File: config.mk
export PLATFORM = sky130hd
export DESIGN_NAME = sync_length_checksum_deframer
export DESIGN_NICKNAME = d
export VERILOG_FILES = /design/src/rtl/slcd_pkg.sv /design/src/rtl/sync_length_checksum_deframer.sv
export SDC_FILE = /design/constraint.sdc
export NUM_CORES = 1
export LEC_CHECK = 0
export BUFFER_PORTS_ARGS = -buffer_cell sky130_fd_sc_hd__buf_4
export CORE_MARGIN = 8
export CORE_UTILIZATION = 40
export CTS_CLUSTER_SIZE = 30
export DETAILED_ROUTE_END_ITERATION = 12
export GPL_TIMING_DRIVEN = 0
export PLACE_DENSITY_LB_ADDON = 0.05
export SLEW_MARGIN = 10
export SYNTH_ARGS = -nofsm -noshare
export SYNTH_HDL_FRONTEND = slang
export SYNTH_SLANG_ARGS = --single-unit
File: constraint.sdc
create_clock -name clk -period 2.8 [get_ports clk]
set_input_delay 0.28 -clock clk [delete_from_list [all_inputs] [get_ports clk]]
set_output_delay 0.28 -clock clk [all_outputs]
set_load 0.03 [all_outputs]
File: src/rtl/slcd_pkg.sv
// Shared types and codes for the sync/length/checksum deframer.
// Holds parser phase codes, result kinds, register indexes and reset values.
// No dependencies.
`default_nettype none

package slcd_pkg;

	// Byte and field types
	typedef logic [7:0] byte_t;
	typedef logic [2:0] phase_t;
	typedef logic [1:0] kind_t;
	typedef logic [0:0] cfg_idx_t;

	// Parser phases
	localparam phase_t PH_SYNC1   = 3'd0;
	localparam phase_t PH_SYNC2   = 3'd1;
	localparam phase_t PH_LENGTH  = 3'd2;
	localparam phase_t PH_PAYLOAD = 3'd3;
	localparam phase_t PH_CHECK   = 3'd4;
	localparam phase_t PH_STOPPED = 3'd5;

	// Result kinds
	localparam kind_t KIND_PAYLOAD = 2'd0;
	localparam kind_t KIND_GOOD    = 2'd1;
	localparam kind_t KIND_BADSUM  = 2'd2;
	localparam kind_t KIND_TOOLONG = 2'd3;

	// Configuration register indexes
	localparam cfg_idx_t REG_SYNC_VALUE   = 1'd0;
	localparam cfg_idx_t REG_LENGTH_LIMIT = 1'd1;

	// Reset values of the configuration registers
	localparam byte_t SYNC_VALUE_RST   = 8'd170;
	localparam byte_t LENGTH_LIMIT_RST = 8'd170;

endpackage

`default_nettype wire

File: src/rtl/sync_length_checksum_deframer.sv
// Channel   | handshake            | payload
// ----------+----------------------+---------------------------------
// in        | in_valid / in_ready  | in_byte[7:0]
// out       | out_valid / out_ready| kind[1:0], data[7:0], frame_end
// cfg       | cfg_valid / cfg_ready| cfg_index[0:0], cfg_data[7:0]
//
// One byte is taken per cycle; its result, if any, appears in the output
// register on the following cycle. The output register alone sets the pace:
// in_ready is high whenever that register is empty or being emptied.
// Reset clears the parser to hunting the first sync byte and loads both
// registers with 170. A too-long length stops the parser until reset.
// cfg_ready is always high; a write takes effect on the next byte.
//
// Top level of the deframer: parser state, running sum and result register.
// Depends on slcd_pkg.
`default_nettype none

module sync_length_checksum_deframer (
	input  wire                      clk,
	input  wire                      arst_n,
	input  wire                      in_valid,
	output logic                     in_ready,
	input  wire  [7:0]               in_byte,
	output logic                     out_valid,
	input  wire                      out_ready,
	output logic [1:0]               kind,
	output logic [7:0]               data,
	output logic                     frame_end,
	input  wire                      cfg_valid,
	output logic                     cfg_ready,
	input  wire  [0:0]               cfg_index,
	input  wire  [7:0]               cfg_data
);

	slcd_pkg::byte_t  sync_value_q;
	slcd_pkg::byte_t  length_limit_q;
	slcd_pkg::phase_t phase_q;
	slcd_pkg::byte_t  bytes_left_q;
	slcd_pkg::byte_t  running_sum_q;

	logic             out_valid_q;
	slcd_pkg::kind_t  kind_q;
	slcd_pkg::byte_t  data_q;
	logic             frame_end_q;

	logic             in_fire;
	slcd_pkg::phase_t phase_d;
	slcd_pkg::byte_t  bytes_left_d;
	slcd_pkg::byte_t  running_sum_d;
	logic             emit;
	slcd_pkg::kind_t  kind_d;
	logic             frame_end_d;

	// Accept while the result register is empty or being taken
	assign in_ready  = !out_valid_q || out_ready;
	assign in_fire   = in_valid && in_ready;
	assign cfg_ready = 1'b1;

	assign out_valid = out_valid_q;
	assign kind      = kind_q;
	assign data      = data_q;
	assign frame_end = frame_end_q;

	// Configuration registers
	always_ff @(posedge clk or negedge arst_n) begin
		if (!arst_n) begin
			sync_value_q   <= slcd_pkg::SYNC_VALUE_RST;
			length_limit_q <= slcd_pkg::LENGTH_LIMIT_RST;
		end else if (cfg_valid) begin
			case (cfg_index)
				slcd_pkg::REG_SYNC_VALUE:   sync_value_q   <= cfg_data;
				slcd_pkg::REG_LENGTH_LIMIT: length_limit_q <= cfg_data;
				default: ;
			endcase
		end
	end

	// Next parser state and result for the byte at the input
	always_comb begin
		phase_d       = phase_q;
		bytes_left_d  = bytes_left_q;
		running_sum_d = running_sum_q;
		emit          = 1'b0;
		kind_d        = slcd_pkg::KIND_PAYLOAD;
		frame_end_d   = 1'b0;
		case (phase_q)
			slcd_pkg::PH_SYNC1: begin
				if (in_byte == sync_value_q) phase_d = slcd_pkg::PH_SYNC2;
			end
			slcd_pkg::PH_SYNC2: begin
				phase_d = (in_byte == sync_value_q) ? slcd_pkg::PH_LENGTH
				                                    : slcd_pkg::PH_SYNC1;
			end
			slcd_pkg::PH_LENGTH: begin
				if (in_byte >= length_limit_q) begin
					phase_d     = slcd_pkg::PH_STOPPED;
					emit        = 1'b1;
					kind_d      = slcd_pkg::KIND_TOOLONG;
					frame_end_d = 1'b1;
				end else begin
					bytes_left_d  = in_byte;
					running_sum_d = 8'd0;
					phase_d = (in_byte == 8'd0) ? slcd_pkg::PH_CHECK
					                            : slcd_pkg::PH_PAYLOAD;
				end
			end
			slcd_pkg::PH_PAYLOAD: begin
				running_sum_d = running_sum_q + in_byte;
				bytes_left_d  = bytes_left_q - 8'd1;
				if (bytes_left_q == 8'd1) phase_d = slcd_pkg::PH_CHECK;
				emit = 1'b1;
			end
			slcd_pkg::PH_CHECK: begin
				phase_d       = slcd_pkg::PH_SYNC1;
				bytes_left_d  = 8'd0;
				running_sum_d = 8'd0;
				emit          = 1'b1;
				kind_d = (in_byte == ~running_sum_q) ? slcd_pkg::KIND_GOOD
				                                     : slcd_pkg::KIND_BADSUM;
				frame_end_d   = 1'b1;
			end
			default: begin
				phase_d = slcd_pkg::PH_STOPPED;
			end
		endcase
	end

	// Parser state: advance on each accepted item
	always_ff @(posedge clk or negedge arst_n) begin
		if (!arst_n) begin
			phase_q       <= slcd_pkg::PH_SYNC1;
			bytes_left_q  <= 8'd0;
			running_sum_q <= 8'd0;
		end else if (in_fire) begin
			phase_q       <= phase_d;
			bytes_left_q  <= bytes_left_d;
			running_sum_q <= running_sum_d;
		end
	end

	// Result register: load on a producing item, drop once taken
	always_ff @(posedge clk or negedge arst_n) begin
		if (!arst_n) begin
			out_valid_q <= 1'b0;
		end else if (in_fire) begin
			out_valid_q <= emit;
		end else if (out_ready) begin
			out_valid_q <= 1'b0;
		end
	end

	always_ff @(posedge clk) begin
		if (in_fire && emit) begin
			kind_q      <= kind_d;
			data_q      <= in_byte;
			frame_end_q <= frame_end_d;
		end
	end

`ifndef SYNTHESIS
	// A stopped parser never restarts
	a_stop_sticky: assert property (@(posedge clk) disable iff (!arst_n)
		phase_q == slcd_pkg::PH_STOPPED |=> phase_q == slcd_pkg::PH_STOPPED)
		else $error("parser left the stopped phase");

	// Frame end marks exactly the non-payload results
	a_end_kind: assert property (@(posedge clk) disable iff (!arst_n)
		out_valid_q |-> (frame_end_q == (kind_q != slcd_pkg::KIND_PAYLOAD)))
		else $error("frame_end disagrees with kind");

	// Payload phase always has bytes still to come
	a_payload_count: assert property (@(posedge clk) disable iff (!arst_n)
		phase_q == slcd_pkg::PH_PAYLOAD |-> bytes_left_q != 8'd0)
		else $error("payload phase with zero bytes left");

	// Once stopped, a taken result is not followed by another
	a_stop_silent: assert property (@(posedge clk) disable iff (!arst_n)
		(phase_q == slcd_pkg::PH_STOPPED && out_valid_q && out_ready)
		|=> !out_valid_q)
		else $error("result produced while stopped");

	// An empty result register never stalls the input
	a_ready_free: assert property (@(posedge clk) disable iff (!arst_n)
		!out_valid_q |-> in_ready)
		else $error("input stalled with empty result register");
`endif

endmodule

`default_nettype wire
==> impl_metrics.tcl, run 1 <==
set metrics [dict create \
    synth_area_per_cell_um2 11.0 \
    routed_wirelength_um 6650 \
    fin_crit_ns 2.53 \
    portBuffers 34 \
    dr.pass1.iters 5 \
    slew_headroom_pct 65.1 \
    synth_seq_area_share_pct 44.6 \
    synth_top_family_by_area "compound AO/OA/AOI/OAI gates" \
    cts_buffer_depth 2 \
    wire_per_inst_um 17.6 \
    netlist_area_um2 2780 \
    crit_arrival_ns 2.47 \
    seq_power_share_pct 40.5 \
    hold_class "primary input to flip-flop" \
    setup-tns-final_ns 0 \
    worstSetupPathType "flip-flop to flip-flop" \
    die_y_um 99.4 \
    critPathBufInv 1 \
    internal_power_mw 1.59 \
    yosysTopAreaCellShare_pct 25.2 \
    ios 36 \
    use_met3_pct 3.63 \
    grtUsageMet2_pct 21.5 \
    use_met1_pct 19.7 \
    synth_most_common_cell "dfrtp_1" \
    yosysWarnings 0 \
    nets 336 \
    crit_family "simple AND/OR/NAND/NOR gates" \
    yosys-mux-area-fraction_pct 7.19 \
    p_sw_share_pct 35.9 \
    synth_cell_type_count 57 \
    clk_latency_ns 0.31 \
    grt_pass1_wl_um 11100 \
    vias 2094 \
    rsz0062_at_grt "no" \
    start_util_pct 41.2 \
    path_cells "inv_1, ha_1, nand4_1, nor2_1, a211oi_1, o21ai_0, and2_1" \
    synth_compound_area_share_pct 18.7 \
    grt_use_total_pct 14.2 \
    cts_made_buffers 5 \
    ir_drop_uv 289 \
    busiest_layer "met2" \
    drc 0 \
    clockPowerShare_pct 20.4 \
    grt_antenna_before_repair 0 \
    period_share_pct 90.3 \
    grt_max_degree 37 \
    cpPeakStageDelay_ns 0.54 \
    synth-seq-cells 47 \
    post_cts_buffers 0 \
    synth_cells 254 \
    grt_pass1_vias 2121 \
    viasPerCell 5.55 \
    p_comb_share_pct 39.1 \
    dr.first_iter.drc_count 146 \
    drtAntennaViolNets 0 \
    core_area_um2 6760 \
    hold_violations 0 \
    crit_fanout 11 \
    syn2layout_area_growth_pct 17.2 \
    rows 30 \
    cp.required_ns 2.75 \
    synth_adder_area_share_pct 8.36 \
    cpMaxStageDelayCell "dfstp_2" \
    die-area_um2 9880 \
    cap_violations 0 \
    status "completed" \
    finalWeightedCongestion 0.855 \
    dp.final_hpwl_um 4810 \
    n_antenna_cell 0 \
    rrSetupSlack_ns 0.27 \
    drive_gt1_share_pct 29.0 \
    crit_path_end_kind "flip-flop" \
    setup_viol 0 \
    cts_sinks 47 \
    power_mw 2.47 \
    skew_ns 0.0140 \
    worst_slew_pin_slew_ns 0.523 \
    synthTopCellsByArea "dfrtp_1 25%, edfxtp_1 12%, ha_1 7.6%" \
    startpoint_type "flip-flop" \
    clk_pin_slew_ns 0.10 \
    async_flop_share_pct 76.6 \
    ctsRootBufferMaster "clkbuf_8" \
    max_freq_mhz 396 \
    synthFlopType "dfrtp_1" \
    p_leak_nw 1.44 \
    synth_area_leader_cell "dfrtp_1" \
    drv_slew 0 \
    synthesis.nets 294 \
    switchingPower_mw 0.887 \
    synth_edf_count 11 \
    synth-xor-area-share_pct 4.41 \
    cts_tree "done" \
    powerDensity_nw_per_um2 758 \
    die_x_um 99.4 \
    grt-ovfl-total 0 \
    synth.cells.most_frequent "28 x dfrtp_1, 17 x ha_1, 16 x mux2_2" \
    htreeDepth 2 \
    synthSimpleGateAreaFrac_pct 13.2 \
]
[cell usage in the layout, fill, tap and decap left out, types with 5 or more instances in the layout]
master	count
buf_4	35
dfrtp_1	28
ha_1	17
mux2_2	16
inv_1	14
nand2_1	14
a21oi_1	14
xnor2_1	11
nor3_1	11
edfxtp_1	11
nor2_1	9
dfstp_2	8
o2bb2ai_1	7
o21ai_0	6
a21o_1	6
clkbuf_1	5
o221ai_1	5
clkbuf_8	5
[routing by layer]
layer | routed length, um | share of wire [%]
met5 | 0 | 0
met1 | 3280 | 49
met2 | 2930 | 44
met4 | 75 | 1.1
met3 | 369 | 5.5
[flip-flops by register name, indices dropped and copies added, names as in the netlist]
signal and count:
bytes_left_q 8, data 8, length_limit_q 8, running_sum_q 8, sync_value_q 8, phase_q 3, kind 2, frame_end 1
out_valid 1
[worst paths after layout]
check                                   from                end  cells past startpoint
min reg2reg                 running_sum_q[4]   running_sum_q[4]                      1
max reg2reg                length_limit_q[5]            data[7]                      7
min in group asynchronous             arst_n    bytes_left_q[5]                      2
max                        length_limit_q[5]            data[7]                      7
max in group asynchronous             arst_n  length_limit_q[1]                      2
min                                 in_valid          out_valid                      2
[power by group through the flow]
| stage | Sequential (mW) | Clock [mW] | Combinational (mW) |
|---|---|---|---|
| 3_5_place_dp | 1.01 | 0 | 0.966 |
| 2_1_floorplan | 1.01 | 0 | 0.709 |
| 4_1_cts | 1.00 | 0.527 | 0.973 |
| 5_1_grt | 1.02 | 0.553 | 1.09 |
| 6_report | 1.00 | 0.505 | 0.966 |
| 3_3_place_gp | 1.01 | 0 | 0.962 |
[cells by family (layout without fill, tap and decap cells)]
kind of cell | after synthesis | count (layout)
AND/OR/NAND/NOR | 68 | 68
AO/OA/AOI/OAI | 66 | 66
flip-flops | 47 | 47
buffers and inverters | 22 | 65
adder cells (fa/ha/maj) | 18 | 18
multiplexers | 18 | 18
XOR/XNOR | 14 | 14
other | 1 | 1
[layout make-up]
class | instances | area, um^2
fill | 670 | 3500
multi-input combinational | 185 | 1450
sequential | 47 | 1240
timing repair buffer | 35 | 265
tap | 80 | 100
clock buffer | 5 | 68.8
inverter | 14 | 52.6
clock inverter | 3 | 43.8
buffer | 8 | 42.5
[per-stage QoR]
stage	hold slack [ns]	instance area [um^2]	utilization, %	setup slack (ns)	cells
after CTS	0.190	3260	48.3	0.229	377
final	0.200	3260	48.3	0.272	377
after global placement	0.279	3140	46.4	0.264	368
after detailed placement	0.282	3140	46.4	0.259	368
after floorplan	-0.0156	2780	-	0.595	254
after global routing	0.187	3260	48.3	0.0526	377
[timing repair]
item / 4_1_cts / 5_1_grt
hold buffers: 1 / 0
gates resized for setup: 0 / 0
endpoints found under the setup margin: 0 / 0
endpoints found under the hold margin: 28 / 0
(Power assumes the default switching activity.)
==> inputs of run 2 (changes only) <==
--- a/config.mk
+++ b/config.mk
@@ -7,7 +7,7 @@
 export LEC_CHECK = 0
 export BUFFER_PORTS_ARGS = -buffer_cell sky130_fd_sc_hd__buf_4
 export CORE_MARGIN = 8
-export CORE_UTILIZATION = 40
+export CORE_UTILIZATION = 58
 export CTS_CLUSTER_SIZE = 30
 export DETAILED_ROUTE_END_ITERATION = 12
 export GPL_TIMING_DRIVEN = 0
==> run 2 against run 1 <==
Clock power down 16%. Cell area down 1.6%. Non-clock buffer count unchanged. Die area down 26%. Sequential cell count unchanged. Via count up 0.14%. Worst hold slack worse by 0.011 ns. Sequential share of layout area up 0.62 points. Setup slack worse by 0.043 ns. Register-to-register slack worse by 0.04 ns. Cell count down 6.9%.
==> impl_metrics.tcl, run 2 (synthesized netlist as in run 1, its figures left out) <==
set metrics [dict create \
    clk_pin_slew_ns 0.10 \
    period_share_pct 91.8 \
    grt_pass1_wl_um 10300 \
    grt_antenna_before_repair 0 \
    hold_class "primary input to flip-flop" \
    dr.first_iter.drc_count 170 \
    nets 336 \
    rows 25 \
    cap_violations 0 \
    n_antenna_cell 0 \
    grt_use_total_pct 17.8 \
    cts_sinks 47 \
    viasPerCell 5.97 \
    routed_wirelength_um 6140 \
    portBuffers 34 \
    vias 2097 \
    cts_made_buffers 5 \
    htreeDepth 2 \
    rsz0062_at_grt "no" \
    crit_fanout 11 \
    whs_ns 0.190 \
    worstSetupPathType "flip-flop to flip-flop" \
    cts.repair.resized 0 \
    drv_slew 0 \
    mostFrequentLayoutCell "buf_4" \
    startpoint_type "flip-flop" \
    die_y_um 85.3 \
    setup_viol 0 \
    start_util_pct 59.7 \
    powerDensity_nw_per_um2 744 \
    syn2layout_area_growth_pct 15.3 \
    post_cts_buffers 0 \
    drtAntennaViolNets 0 \
    cp.required_ns 2.76 \
    drive_gt1_share_pct 29.0 \
    hold_buffers 1 \
    grt-ovfl-total 0 \
    mostFrequentLayoutCells "35 x buf_4, 28 x dfrtp_1, 17 x ha_1" \
    status "completed" \
    max_freq_mhz 389 \
    finalWeightedCongestion 0.888 \
    ir_drop_uv 493 \
    core_area_um2 4660 \
    drc 0 \
    hold_violations 0 \
    die_x_um 85.3 \
    crit_path_end_kind "flip-flop" \
    setup-tns-final_ns 0 \
    grt_max_degree 37 \
    ios 36 \
    cts_tree "done" \
    clk_latency_ns 0.31 \
    crit_arrival_ns 2.53 \
    ctsRootBufferMaster "clkbuf_8" \
    p_leak_nw 1.42 \
    fin_crit_ns 2.57 \
    skew_ns 0.0136 \
    dr.pass1.iters 5 \
    wire_per_inst_um 17.5 \
    die-area_um2 7270 \
    dp.final_hpwl_um 4480 \
    cts_buffer_depth 2 \
    grt_pass1_vias 2160 \
]
==> run 2: path summary, 6_finish.rpt <==
kind	from	to	slack (ns)	depth (start not counted)
setup / recovery	length_limit_q[5]	data[6]	0.23	7
hold / removal	in_valid	out_valid	0.19	2
setup reg to reg	length_limit_q[5]	data[6]	0.23	7
hold reg to reg	running_sum_q[4]	running_sum_q[4]	0.48	1
max in group asynchronous	arst_n	sync_value_q[1]	1.99	2
min in group asynchronous	arst_n	phase_q[0]	0.46	2
==> run 2: critical path, stage by stage (launching register included) <==
cell and delay (ns):
dfstp_2 0.53, inv_1 0.04, ha_1 0.30, nand4_1 0.11, nor2_1 0.28, a211oi_1 0.18
o21ai_0 0.31, and2_1 0.48
==> run 2: cell type report <==
class | instances | area, um^2
Clock inverter | 3 | 23.8
Timing Repair Buffer | 35 | 265
Clock buffer | 5 | 68.8
Buffer | 8 | 42.5
Fill cell | 371 | 1450
Multi-Input combinational cell | 185 | 1450
Sequential cell | 47 | 1240
Tap cell | 54 | 67.6
Inverter | 14 | 52.6
==> run 2: through the flow <==
stage	util, %	setup WS, ns	power, mW	std cells	instance area, um^2
6_report	68.8	0.229	2.39	351	3210
2_1_floorplan	-	0.595	1.72	254	2780
3_3_place_gp	66.6	0.235	1.95	342	3110
5_1_grt	68.8	0.111	2.55	351	3210
3_5_place_dp	66.6	0.230	1.97	342	3110
4_1_cts	68.8	0.197	2.40	351	3210
==> run 2: layer usage <==
layer	GRT usage (%)	vias to the layer above	wire length [um]
met2	29.0	59	2910
met5	0	-	0
met3	4.15	4	384
met4	4.14	0	45
met1	23.3	1003	2800
li1	-	1031	-
==> run 2: power by group <==
| group | switching (mW) | leakage [nW] | internal (mW) |
|---|---|---|---|
| logic | 0.524 | 0.846 | 0.440 |
| registers | 0.120 | 0.537 | 0.880 |
| clock network | 0.246 | 0.0408 | 0.179 |
==> inputs of run 3 (changes only) <==
--- a/config.mk
+++ b/config.mk
@@ -5,7 +5,8 @@
 export SDC_FILE = /design/constraint.sdc
 export NUM_CORES = 1
 export LEC_CHECK = 0
-export BUFFER_PORTS_ARGS = -buffer_cell sky130_fd_sc_hd__buf_4
+export ABC_AREA = 1
+export BUFFER_PORTS_ARGS = -buffer_cell sky130_fd_sc_hd__buf_2
 export CORE_MARGIN = 8
 export CORE_UTILIZATION = 58
 export CTS_CLUSTER_SIZE = 30
==> run 3 against run 2 <==
Wire length rose by 4.6%. Cell count rose by 36%. Die area rose by 1.2%. Global-route usage rose by 1.1 points. Via count rose by 18%. Clock skew barely moved. Sequential cell count did not move. Worst hold slack got worse by 0.14 ns. Count of clock-buffer cells in the layout rose by 3. Sequential power fell by 15%. Critical path type unchanged. Largest cell class unchanged. Largest power group unchanged. Highest routed layer unchanged.
==> impl_metrics.tcl, run 3 <==
set metrics [dict create \
    yosysWarnings 0 \
    nets 448 \
    crit_arrival_ns 2.24 \
    synth_area_per_cell_um2 7.69 \
    setup_viol 0 \
    worstSetupPathType "flip-flop to flip-flop" \
    internal_power_mw 1.17 \
    crit_path_end_kind "flip-flop" \
    synth_area_leader_cell "dfrtp_1" \
    synth_cell_type_count 33 \
    vias 2474 \
    startpoint_type "flip-flop" \
    async_flop_share_pct 76.6 \
    die-area_um2 7360 \
    hold_buffers 0 \
    skew_ns 0.0138 \
    seq_power_share_pct 49.1 \
    crit_fanout 12 \
    synthesis.nets 407 \
    final_cells 476 \
    reg2reg_depth 10 \
    r2r-start "length_limit_q[3]" \
    n_antenna_cell 0 \
    p_leak_nw 1.62 \
    drive_gt1_share_pct 16.1 \
    ir_drop_uv 287 \
    cap_violations 0 \
    synth.cells.most_frequent "105 x nand2_1, 60 x inv_1, 31 x o21ai_0, 28 x dfrtp_1, 24 x nor2_1" \
    drv_slew 0 \
    drc 0 \
    placed_cell_area_um2 3080 \
    max_freq_mhz 433 \
    die_y_um 85.8 \
    wire_per_inst_um 13.5 \
    clockPowerShare_pct 26.5 \
    whs_ns 0.0530 \
    status "completed" \
    cts_sinks 47 \
    synthFlopType "dfrtp_1" \
    powerDensity_nw_per_um2 543 \
    drtAntennaViolNets 0 \
    fin_ws_ns 0.493 \
    portBuffers 34 \
    dp.final_hpwl_um 4820 \
    grt_use_total_pct 18.9 \
    synth_most_common_cell "nand2_1" \
    grt-ovfl-total 0 \
    dr.first_iter.drc_count 133 \
    cts_buffer_depth 2 \
    clk_pin_slew_ns 0.09 \
    grt_pass1_vias 2456 \
    rrSetupSlack_ns 0.49 \
    slew_headroom_pct 46.0 \
    grt_max_degree 37 \
    viasPerCell 5.20 \
    p_sw_share_pct 32.3 \
    period_share_pct 82.4 \
    finish.instance_area_um2 3180 \
    mostFrequentLayoutCell "nand2_1" \
    rows 25 \
    synth-seq-cells 47 \
    finalWeightedCongestion 0.907 \
    synth_seq_area_share_pct 44.0 \
    htreeDepth 2 \
    grt_antenna_before_repair 0 \
    syn2layout_area_growth_pct 12.7 \
    hold_class "primary input to asynchronous set/reset pin" \
    mostFrequentLayoutCells "105 x nand2_1, 60 x inv_1, 37 x buf_2" \
    routed_wirelength_um 6420 \
    die_x_um 85.8 \
    grt_pass1_wl_um 11100 \
    synth_edf_count 11 \
    cts_made_buffers 5 \
    setup-tns-final_ns 0 \
    cts_tree "done" \
    netlist_area_um2 2820 \
    p_comb_share_pct 24.4 \
    ctsRootBufferMaster "clkbuf_8" \
    synth_cells 367 \
    cts.repair.resized 0 \
    place_inst 468 \
    rsz0062_at_grt "no" \
    dr.pass1.iters 4 \
    fin_crit_ns 2.31 \
    reg2reg_to "data[2]" \
    switchingPower_mw 0.559 \
    synthTopCellsByArea "dfrtp_1 25%, nand2_1 14%, edfxtp_1 12%" \
    worst_slew_pin_slew_ns 0.810 \
    cp.required_ns 2.73 \
    post_cts_buffers 0 \
    dp_slack_ns 0.150 \
    core_area_um2 4720 \
    yosysTopAreaCellShare_pct 24.8 \
    hold_violations 0 \
    clk_latency_ns 0.30 \
    ios 36 \
    start_util_pct 59.8 \
]
[run 3: cell count changes after synthesis, sizes merged, moves of 10 or more]
cell,previous run,this run
inv,14,64
mux2,16,0
nand2,15,106
nand3,1,19
nor2,9,24
o21ai,8,45
xnor2,11,1
[run 3: worst max path at each step]
stage / start / endpoint
2_1_floorplan: length_limit_q[7] / data[0]
3_3_place_gp: length_limit_q[7] / data[1]
3_5_place_dp: length_limit_q[7] / data[0]
4_1_cts: length_limit_q[3] / data[2]
5_1_grt: length_limit_q[7] / data[2]
6_report: length_limit_q[3] / data[2]
[run 3: final cells by class]
| type | instances | area, um^2 |
|---|---|---|
| Multi-Input combinational cell | 249 | 1310 |
| Tap cell | 67 | 83.8 |
| Buffer | 7 | 41.3 |
| Sequential cell | 47 | 1240 |
| Timing Repair Buffer | 34 | 170 |
| Inverter | 64 | 240 |
| Clock buffer | 8 | 101 |
| Fill cell | 404 | 1540 |
[run 3: critical path: stages (launching register included)]
cell and delay [ns]:
dfstp_2 0.54, inv_1 0.04, ha_1 0.28, nand2_1 0.07, inv_1 0.06, nand2_1 0.05
nand2_1 0.05, nand2_1 0.06, nand3_1 0.10, nand2_2 0.11, a21oi_2 0.57
[run 3: power groups by stage]
stage	clock (mW)	combinational, mW	sequential, mW
after global routing	0.479	0.494	0.860
final	0.458	0.422	0.849
after detailed placement	0	0.421	0.861
after CTS	0.462	0.424	0.848
after floorplan	0	0.313	0.851
after global placement	0	0.409	0.858
[run 3: routing by layer]
layer,GRT usage (%),vias to the layer above,part of all wire [%]
met4,5.57,0,1.4
met2,31.1,53,47
met1,23.9,1151,46
met5,0,-,0
li1,-,1260,-
met3,4.58,10,5.9
[run 3: cell families (layout without fill, tap and decap cells)]
kind of cell	after synthesis	after routing	share of synthesized area [%]
AO/OA/AOI/OAI	66	66	12.4
XOR/XNOR	2	2	0.620
other	1	1	0.133
buffers and inverters	71	113	9.97
AND/OR/NAND/NOR	162	162	24.7
adder cells (fa/ha/maj)	18	18	8.24
flip-flops	47	47	44.0
[run 3: metrics by stage]
step                total power [mW]  util [%]
global route                    1.83      67.4
global placement                1.27      65.2
CTS                             1.73      67.3
finish                          1.73      67.4
detailed placement              1.28      65.2
floorplan                       1.16         -
